[config.mk]
export PLATFORM = sky130hd
export DESIGN_NAME = resistor_ladder_key_decoder
export DESIGN_NICKNAME = d
export VERILOG_FILES = /design/src/rtl/core/rlkd_pkg.sv /design/src/rtl/core/rlkd_regs.sv /design/src/rtl/core/rlkd_decode.sv /design/src/rtl/core/resistor_ladder_key_decoder.sv
export VERILOG_INCLUDE_DIRS = /design/src /design/src/rtl/core
export SDC_FILE = /design/constraint.sdc
export NUM_CORES = 1
export LEC_CHECK = 0
export BUFFER_PORTS_ARGS = -buffer_cell sky130_fd_sc_hd__buf_2
export CAP_MARGIN = 20
export CORE_ASPECT_RATIO = 2
export CORE_UTILIZATION = 55
export CTS_CLUSTER_SIZE = 14
export DETAILED_ROUTE_END_ITERATION = 7
export PLACE_DENSITY_LB_ADDON = 0.12
export SETUP_SLACK_MARGIN = 0.05
export SKIP_LAST_GASP = 1
export SLEW_MARGIN = 10
export SYNTH_ARGS = -nofsm -noshare
export SYNTH_HDL_FRONTEND = slang
export SYNTH_SLANG_ARGS = --single-unit
[constraint.sdc]
create_clock -name i_clk -period 11.97 [get_ports i_clk]
set_input_delay 1.197 -clock i_clk [delete_from_list [all_inputs] [get_ports i_clk]]
set_output_delay 1.197 -clock i_clk [all_outputs]
set_load 0.02 [all_outputs]
[src/rtl/core/resistor_ladder_key_decoder_assert.svh]
// Assertion macros for the resistor ladder key decoder
`ifndef RESISTOR_LADDER_KEY_DECODER_ASSERT_SVH
`define RESISTOR_LADDER_KEY_DECODER_ASSERT_SVH

// same-cycle implication, clocked on i_clk, off during reset
`define RLKD_ASSERT_IMP(lbl, ante, cons, msg) \
    lbl: assert property (@(posedge i_clk) disable iff (!i_rst_n) (ante) |-> (cons)) \
        else $error(msg);

// next-cycle implication, clocked on i_clk, off during reset
`define RLKD_ASSERT_NXT(lbl, ante, cons, msg) \
    lbl: assert property (@(posedge i_clk) disable iff (!i_rst_n) (ante) |=> (cons)) \
        else $error(msg);

`endif

[src/rtl/core/rlkd_pkg.sv]
// Package: types, constants and register map of the ladder key decoder
`timescale 1ns / 1ps

package rlkd_pkg;

    localparam int SAMPLE_BITS = 12;
    localparam int TIME_BITS   = 32;
    localparam int HELD_BITS   = 7;
    localparam int KEY_BITS    = 3;
    localparam int POWER_BIT   = 6;
    localparam int DATA_BITS   = 32;
    localparam int ADDR_BITS   = 5;
    localparam int IDX_BITS    = 3;

    localparam logic [SAMPLE_BITS-1:0] L1_TOP_RST     = SAMPLE_BITS'(3900);
    localparam logic [SAMPLE_BITS-1:0] L1_BACK_RST    = SAMPLE_BITS'(3100);
    localparam logic [SAMPLE_BITS-1:0] L1_CONFIRM_RST = SAMPLE_BITS'(2090);
    localparam logic [SAMPLE_BITS-1:0] L1_LEFT_RST    = SAMPLE_BITS'(750);
    localparam logic [SAMPLE_BITS-1:0] L2_TOP_RST     = SAMPLE_BITS'(1120 + 2780);
    localparam logic [SAMPLE_BITS-1:0] L2_UP_RST      = SAMPLE_BITS'(1120);
    localparam logic [TIME_BITS-1:0]   HOLD_RST       = '0;

    localparam logic [KEY_BITS-1:0] KEY_NONE = 3'd0;

    typedef enum logic [IDX_BITS-1:0] {
        REG_L1_TOP     = 3'd0,
        REG_L1_BACK    = 3'd1,
        REG_L1_CONFIRM = 3'd2,
        REG_L1_LEFT    = 3'd3,
        REG_L2_TOP     = 3'd4,
        REG_L2_UP      = 3'd5,
        REG_HOLD_MS    = 3'd6
    } t_reg_idx;

    typedef struct packed {
        logic [SAMPLE_BITS-1:0] ladder1_top;
        logic [SAMPLE_BITS-1:0] ladder1_back_low;
        logic [SAMPLE_BITS-1:0] ladder1_confirm_low;
        logic [SAMPLE_BITS-1:0] ladder1_left_low;
        logic [SAMPLE_BITS-1:0] ladder2_top;
        logic [SAMPLE_BITS-1:0] ladder2_up_low;
        logic [TIME_BITS-1:0]   hold_ms;
    } t_cfg;

    typedef struct packed {
        logic [SAMPLE_BITS-1:0] ladder1_sample;
        logic [SAMPLE_BITS-1:0] ladder2_sample;
        logic                   power_pressed;
        logic [TIME_BITS-1:0]   now_ms;
    } t_in_item;

    typedef struct packed {
        logic [KEY_BITS-1:0]  new_key;
        logic [HELD_BITS-1:0] held_keys;
        logic                 power_long_held;
    } t_out_item;

    typedef struct packed {
        logic                 active;
        logic [TIME_BITS-1:0] start;
    } t_pwr_state;

endpackage

[src/rtl/core/rlkd_regs.sv]
// Configuration register file with APB-style access
`timescale 1ns / 1ps

module rlkd_regs import rlkd_pkg::*; (
    input  logic                 i_clk,
    input  logic                 i_rst_n,
    input  logic                 psel,
    input  logic                 penable,
    input  logic                 pwrite,
    input  logic [ADDR_BITS-1:0] paddr,
    input  logic [DATA_BITS-1:0] pwdata,
    output logic [DATA_BITS-1:0] prdata,
    output logic                 pready,
    output t_cfg                 o_cfg
);

    t_cfg     r_cfg;
    t_cfg     n_cfg;
    t_reg_idx w_idx;
    logic     w_wr;

    assign pready = 1'b1;
    assign w_idx  = t_reg_idx'(paddr[ADDR_BITS-1:2]);
    assign w_wr   = psel & penable & pwrite & pready;
    assign o_cfg  = r_cfg;

    always_comb begin
        n_cfg = r_cfg;
        if (w_wr) begin
            case (w_idx)
                REG_L1_TOP:     n_cfg.ladder1_top         = pwdata[SAMPLE_BITS-1:0];
                REG_L1_BACK:    n_cfg.ladder1_back_low    = pwdata[SAMPLE_BITS-1:0];
                REG_L1_CONFIRM: n_cfg.ladder1_confirm_low = pwdata[SAMPLE_BITS-1:0];
                REG_L1_LEFT:    n_cfg.ladder1_left_low    = pwdata[SAMPLE_BITS-1:0];
                REG_L2_TOP:     n_cfg.ladder2_top         = pwdata[SAMPLE_BITS-1:0];
                REG_L2_UP:      n_cfg.ladder2_up_low      = pwdata[SAMPLE_BITS-1:0];
                REG_HOLD_MS:    n_cfg.hold_ms             = pwdata[TIME_BITS-1:0];
                default:        n_cfg = r_cfg;
            endcase
        end
    end

    always_comb begin
        case (w_idx)
            REG_L1_TOP:     prdata = DATA_BITS'(r_cfg.ladder1_top);
            REG_L1_BACK:    prdata = DATA_BITS'(r_cfg.ladder1_back_low);
            REG_L1_CONFIRM: prdata = DATA_BITS'(r_cfg.ladder1_confirm_low);
            REG_L1_LEFT:    prdata = DATA_BITS'(r_cfg.ladder1_left_low);
            REG_L2_TOP:     prdata = DATA_BITS'(r_cfg.ladder2_top);
            REG_L2_UP:      prdata = DATA_BITS'(r_cfg.ladder2_up_low);
            REG_HOLD_MS:    prdata = DATA_BITS'(r_cfg.hold_ms);
            default:        prdata = '0;
        endcase
    end

    always_ff @(posedge i_clk) begin
        if (!i_rst_n) begin
            r_cfg.ladder1_top         <= L1_TOP_RST;
            r_cfg.ladder1_back_low    <= L1_BACK_RST;
            r_cfg.ladder1_confirm_low <= L1_CONFIRM_RST;
            r_cfg.ladder1_left_low    <= L1_LEFT_RST;
            r_cfg.ladder2_top         <= L2_TOP_RST;
            r_cfg.ladder2_up_low      <= L2_UP_RST;
            r_cfg.hold_ms             <= HOLD_RST;
        end else begin
            r_cfg <= n_cfg;
        end
    end

endmodule

[src/rtl/core/rlkd_decode.sv]
// Bucket compares, new-key priority encode and power hold timing
`timescale 1ns / 1ps

module rlkd_decode import rlkd_pkg::*; (
    input  t_cfg                 i_cfg,
    input  t_in_item             i_item,
    input  logic [HELD_BITS-1:0] i_prev_mask,
    input  t_pwr_state           i_pwr,
    output t_out_item            o_res,
    output t_pwr_state           o_pwr
);

    logic                 w_back;
    logic                 w_confirm;
    logic                 w_left;
    logic                 w_right;
    logic                 w_up;
    logic                 w_down;
    logic [HELD_BITS-1:0] w_mask;
    logic [HELD_BITS-1:0] w_fresh;
    logic [KEY_BITS-1:0]  w_code;
    logic [TIME_BITS-1:0] w_elapsed;
    logic [SAMPLE_BITS-1:0] w_v1;
    logic [SAMPLE_BITS-1:0] w_v2;

    assign w_v1 = i_item.ladder1_sample;
    assign w_v2 = i_item.ladder2_sample;

    // first matching bucket wins
    assign w_back    = (w_v1 <= i_cfg.ladder1_top) && (w_v1 > i_cfg.ladder1_back_low);
    assign w_confirm = !w_back && (w_v1 <= i_cfg.ladder1_back_low)
                       && (w_v1 > i_cfg.ladder1_confirm_low);
    assign w_left    = !w_back && !w_confirm && (w_v1 <= i_cfg.ladder1_confirm_low)
                       && (w_v1 > i_cfg.ladder1_left_low);
    assign w_right   = !w_back && !w_confirm && !w_left && (w_v1 <= i_cfg.ladder1_left_low);
    assign w_up      = (w_v2 <= i_cfg.ladder2_top) && (w_v2 > i_cfg.ladder2_up_low);
    assign w_down    = !w_up && (w_v2 <= i_cfg.ladder2_up_low);

    assign w_mask  = {i_item.power_pressed, w_down, w_up, w_right, w_left, w_confirm, w_back};
    assign w_fresh = w_mask & ~i_prev_mask;

    always_comb begin
        w_code = KEY_NONE;
        for (int k = HELD_BITS - 1; k >= 0; k--) begin
            if (w_fresh[k]) begin
                w_code = KEY_BITS'(k + 1);
            end
        end
    end

    always_comb begin
        o_pwr.active = i_item.power_pressed;
        if (!i_item.power_pressed) begin
            o_pwr.start = '0;
        end else if (i_pwr.active) begin
            o_pwr.start = i_pwr.start;
        end else begin
            o_pwr.start = i_item.now_ms;
        end
    end

    assign w_elapsed = i_item.now_ms - o_pwr.start;

    assign o_res.new_key         = w_code;
    assign o_res.held_keys       = w_mask;
    assign o_res.power_long_held = o_pwr.active && (w_elapsed >= i_cfg.hold_ms);

endmodule

[src/rtl/core/resistor_ladder_key_decoder.sv]
// Top level: resistor ladder key decoder with input and result registers
//
// Input channel: i_in_valid / o_in_ready carry one poll item (both ladder
// samples, power level, millisecond time). Output channel: o_out_valid /
// i_out_ready carry one result item per poll (new key code, held mask,
// power long-hold flag), in poll order.
// An item taken is held in the input register, decoded combinationally and
// moved into the result register, which drives o_out_valid, once that one
// is empty or being taken. Throughput: one item per cycle unless the
// receiver stalls; the decode is a single pass of compares, a priority
// encode and one 32-bit subtract-compare between two registers. While the
// receiver stalls, the result register holds and the input
// register can still take one more item; o_in_ready drops only when both
// are full. Key and power-hold state advance as an item moves into the
// result register.
// Configuration is through the APB-style port; pready is always high.
// Reset (synchronous, i_rst_n low) empties both registers, clears the
// previous key mask and the power-hold timer and loads the default bounds.
`timescale 1ns / 1ps

module resistor_ladder_key_decoder import rlkd_pkg::*; (
    input  logic                 i_clk,
    input  logic                 i_rst_n,
    input  logic                 i_in_valid,
    output logic                 o_in_ready,
    input  t_in_item             i_in_item,
    output logic                 o_out_valid,
    input  logic                 i_out_ready,
    output t_out_item            o_out_item,
    input  logic                 psel,
    input  logic                 penable,
    input  logic                 pwrite,
    input  logic [ADDR_BITS-1:0] paddr,
    input  logic [DATA_BITS-1:0] pwdata,
    output logic [DATA_BITS-1:0] prdata,
    output logic                 pready
);

`include "resistor_ladder_key_decoder_assert.svh"

    t_cfg                 w_cfg;
    t_in_item             r_s1;
    logic                 r_s1_valid;
    t_out_item            r_out;
    logic                 r_out_valid;
    logic [HELD_BITS-1:0] r_prev_mask;
    t_pwr_state           r_pwr;
    t_out_item            n_out;
    t_pwr_state           n_pwr;
    logic                 w_adv;
    logic                 w_take;

    rlkd_regs u_regs (
        .i_clk   (i_clk),
        .i_rst_n (i_rst_n),
        .psel    (psel),
        .penable (penable),
        .pwrite  (pwrite),
        .paddr   (paddr),
        .pwdata  (pwdata),
        .prdata  (prdata),
        .pready  (pready),
        .o_cfg   (w_cfg)
    );

    rlkd_decode u_decode (
        .i_cfg       (w_cfg),
        .i_item      (r_s1),
        .i_prev_mask (r_prev_mask),
        .i_pwr       (r_pwr),
        .o_res       (n_out),
        .o_pwr       (n_pwr)
    );

    assign w_adv       = r_s1_valid && (!r_out_valid || i_out_ready);
    assign o_in_ready  = !r_s1_valid || w_adv;
    assign w_take      = i_in_valid && o_in_ready;
    assign o_out_valid = r_out_valid;
    assign o_out_item  = r_out;

    always_ff @(posedge i_clk) begin
        if (!i_rst_n) begin
            r_s1_valid  <= 1'b0;
            r_out_valid <= 1'b0;
            r_prev_mask <= '0;
            r_pwr       <= '0;
        end else begin
            if (w_take) begin
                r_s1_valid <= 1'b1;
            end else if (w_adv) begin
                r_s1_valid <= 1'b0;
            end
            if (w_adv) begin
                r_out_valid <= 1'b1;
                r_prev_mask <= n_out.held_keys;
                r_pwr       <= n_pwr;
            end else if (i_out_ready) begin
                r_out_valid <= 1'b0;
            end
        end
    end

    always_ff @(posedge i_clk) begin
        if (w_take) begin
            r_s1 <= i_in_item;
        end
        if (w_adv) begin
            r_out <= n_out;
        end
    end

    `RLKD_ASSERT_IMP(a_key_is_held, r_out_valid && (r_out.new_key != KEY_NONE),
        r_out.held_keys[r_out.new_key - 3'd1], "reported key not in held mask")
    `RLKD_ASSERT_IMP(a_long_needs_power, r_out_valid && r_out.power_long_held,
        r_out.held_keys[POWER_BIT], "long hold flagged without power held")
    `RLKD_ASSERT_IMP(a_prev_mask_tracks, r_out_valid,
        r_prev_mask == r_out.held_keys, "stored mask differs from last result")
    `RLKD_ASSERT_IMP(a_pwr_tracks, r_out_valid,
        r_pwr.active == r_out.held_keys[POWER_BIT], "power timer out of step")
    `RLKD_ASSERT_NXT(a_stall_keeps_state, r_out_valid && !i_out_ready,
        r_prev_mask == $past(r_prev_mask), "key state moved during output stall")

endmodule

==> reports/qor.csv <==
metric,value,unit
fin nets,1800,
placed cell count,1820,
hold path start,u_regs.o_cfg[98],
R2R setup slack,6.17,ns
TritonCTS clock tree,built,
Placer Congestion,0.9238,
"CTS clk-pin slew, worst paths",0.07,ns
Die Height,218.7,µm
Overall Global Routing Usage,29.51,%
core footprint,23130,µm²
post-CTS setup buffers,0,
total DRC errors in the routed layout,0,
Max Cap Viol,0,
crit path from,r_prev_mask[6],
leakage,6.092,nW
Non-Filler Instances,1861,
Hold Crit Endpoint,u_regs.o_cfg[98],
cts bufs inserted,21,
Slew @ Worst Pin,1.003,ns
Hold Path Class,flop to flop,
largest net degree at the start of global routing,106,
Post-Route M1 WL,12.31,mm
Synth Register Bits,213,
"commonest cells after routing, fill and taps aside","nand2_1, dfxtp_1, buf_2",
Hold WS,0.4657,ns
first-pass detailed-route iteration total,5,
crit-path max FO,19,
CTS H-tree depth,1,
Mapped Nets,1686,
areal power density over the cells,123.0,nW/µm²
die width,110.3,µm
dpl hpwl,25.88,mm
vias per inst,5.757,
register area share after synthesis,38.31,%
CP endpoint kind,flop,
max_slew headroom,33.16,%
max-slew violations,0,
Vias,10710,
antenna violations before repair,2,
I/O Buffers,143,
Worst Setup Path Type,flop to flop,
Post-DRT Antenna Nets,0,
Synth Warn #,0,
Final TNS setup,0,ns
final WL,34.85,mm
hold_buf cts,0,
Power Total,0.001791,W
clk_lat worst skew,0.52,ns
"commonest non-fill, non-tap cell in the layout",nand2_1,
Reg-to-Reg Start,r_prev_mask[6],
final worst-path cycle share,48.47,%
post_cts resized,0,
CTS max path bufs,3,
Critical Path RT,12.35,ns
met2 WL,19.11,mm
minimum clock period,5.802,ns
first-pass GRT wire length,53.72,mm
Mapped Avg Cell Area,8.915,µm²
DR WL/cell,18.73,µm
total grt overflow,0,
RSZ-0062 raised after global routing,false,
Mapped Area,12910,µm²
R2R depth,22,
vias in the first global route,10590,
share of layout cells above drive strength 1,16.05,%
post-synth cell types,66,
Area Overhead vs Synth,12.79,%
DR top layer,met4,
Rows,79,
DR iter-0 viols,615,
met3 WL post-DR,1.337,mm
Layout Skew,0.01215,ns
Max VDD drop,0.0001517,V
maximum achievable frequency,172.4,MHz
clock root buffer,clkbuf_16,
Hold Crit Depth,2,
ys async rst share,0,%
Critical Path Start Type,flop,
die area,24120,µm²
Final Setup Violations,0,
R2R Path End,o_out_item[0],
outcome,"finished, final reports clean",
WP data arrival,6.18,ns
clock sinks,213,
Post-synth top flop,dfxtp_1,
I/O pin cnt,147,
Initial Util,55.81,%
synthesized instance count,1448,
Post-synth EDFFs,68,
"Hold Vio Cnt, Final",0,
fin util,62.94,%
## routing by layer
| layer | track usage (%) | up-vias |
|---|---|---|
| met4 | 17.46 | 0 |
| met2 | 56.98 | 288 |
| met1 | 28.74 | 5035 |
| met3 | 3.281 | 94 |
| li1 | - | 5297 |
| met5 | 0 | - |
## how the worst max path moves through the flow
| stage | end | slack [ns] | cells after the start |
|---|---|---|---|
| after CTS | o_out_item[0] | 6.08 | 22 |
| after global placement | o_out_item[0] | 6.21 | 22 |
| after global routing | o_out_item[0] | 5.71 | 22 |
| after floorplan | o_out_item[0] | 7.33 | 21 |
| final | o_out_item[0] | 6.17 | 22 |
| after detailed placement | o_out_item[0] | 6.14 | 22 |
## cell type report
type                            instances  area [µm²]
Fill cell                            2061        8571
Inverter                              113       424.2
Sequential cell                       213        4945
Timing Repair Buffer                  158       842.1
Clock buffer                           28       591.8
Multi-Input combinational cell       1055        7301
Tap cell                              283       354.1
Antenna cell                            2       5.005
Clock inverter                          9       96.34
## registers in the layout, summed over array words and instances, names as in the netlist
register and cells:
o_out_item 11, o_out_valid 1, r_prev_mask 7, r_pwr 32, r_s1 57, r_s1_valid 1, u_regs.o_cfg 104
## critical path: stages, from the launching register on
cell      delay (ns)
dfxtp_1         0.83
buf_4           0.42
mux2i_1         0.12
nor2b_1         0.18
ha_1            0.20
inv_1           0.05
fa_1            0.43
a211o_1         0.30
a21oi_1         0.26
o211ai_1        0.14
nand2_1         0.16
a41oi_1         0.26
a211o_1         0.42
a221oi_2        0.28
xnor2_1         0.11
ha_1            0.28
nand2_1         0.07
nor3_1          0.20
inv_1           0.09
nor3_1          0.41
nand2_1         0.11
a21oi_1         0.20
o21a_1          0.15
## power breakdown
part | internal [W] | switching [W]
Sequential | 0.000770 | 0.0000155
Combinational | 0.000139 | 0.000187
Clock | 0.000390 | 0.000289
Total | 0.00130 | 0.000492
## Yosys cell counts, types with 5 or more instances
master	n	area share, %
xor2_1	7	0.47
nor2_1	34	0.99
a21boi_0	73	4.2
o211ai_1	46	2.7
a21o_1	33	1.9
o21ai_0	70	2.7
nand2_1	298	8.7
dfxtp_1	145	22
o21ai_1	6	0.23
inv_1	112	3.3
a31oi_1	7	0.34
nand4_1	22	1.1
nor2b_1	25	1.2
edfxtp_1	68	16
xnor2_1	21	1.4
and3_1	27	1.3
a211oi_1	6	0.35
and2_1	39	1.9
mux4_2	9	1.6
ha_1	136	13
nand2b_1	8	0.39
a21oi_1	57	2.2
nor3_1	13	0.50
mux2i_1	12	0.93
clkbuf_1	62	1.8
nand3_1	7	0.27
mux2_2	32	2.8
o21a_1	11	0.64
o21bai_1	5	0.29
## cells by family after synthesis
family	after synthesis	share of synthesized area (%)
adder cells (fa/ha/maj)	137	13.34
XOR/XNOR	28	1.900
AO/OA/AOI/OAI	353	18.95
flip-flops	213	38.31
other	1	0.02905
AND/OR/NAND/NOR	483	16.92
multiplexers	53	5.292
buffers and inverters	180	5.263
## per-stage QoR
step           cell area [µm²]  worst slack (ns)
2_1_floorplan            12910             7.328
3_3_place_gp             13840             6.210
3_5_place_dp             13840             6.136
4_1_cts                  14530             6.084
5_1_grt                  14560             5.714
6_report                 14560             6.168
Power figures use the tool's default switching activity.
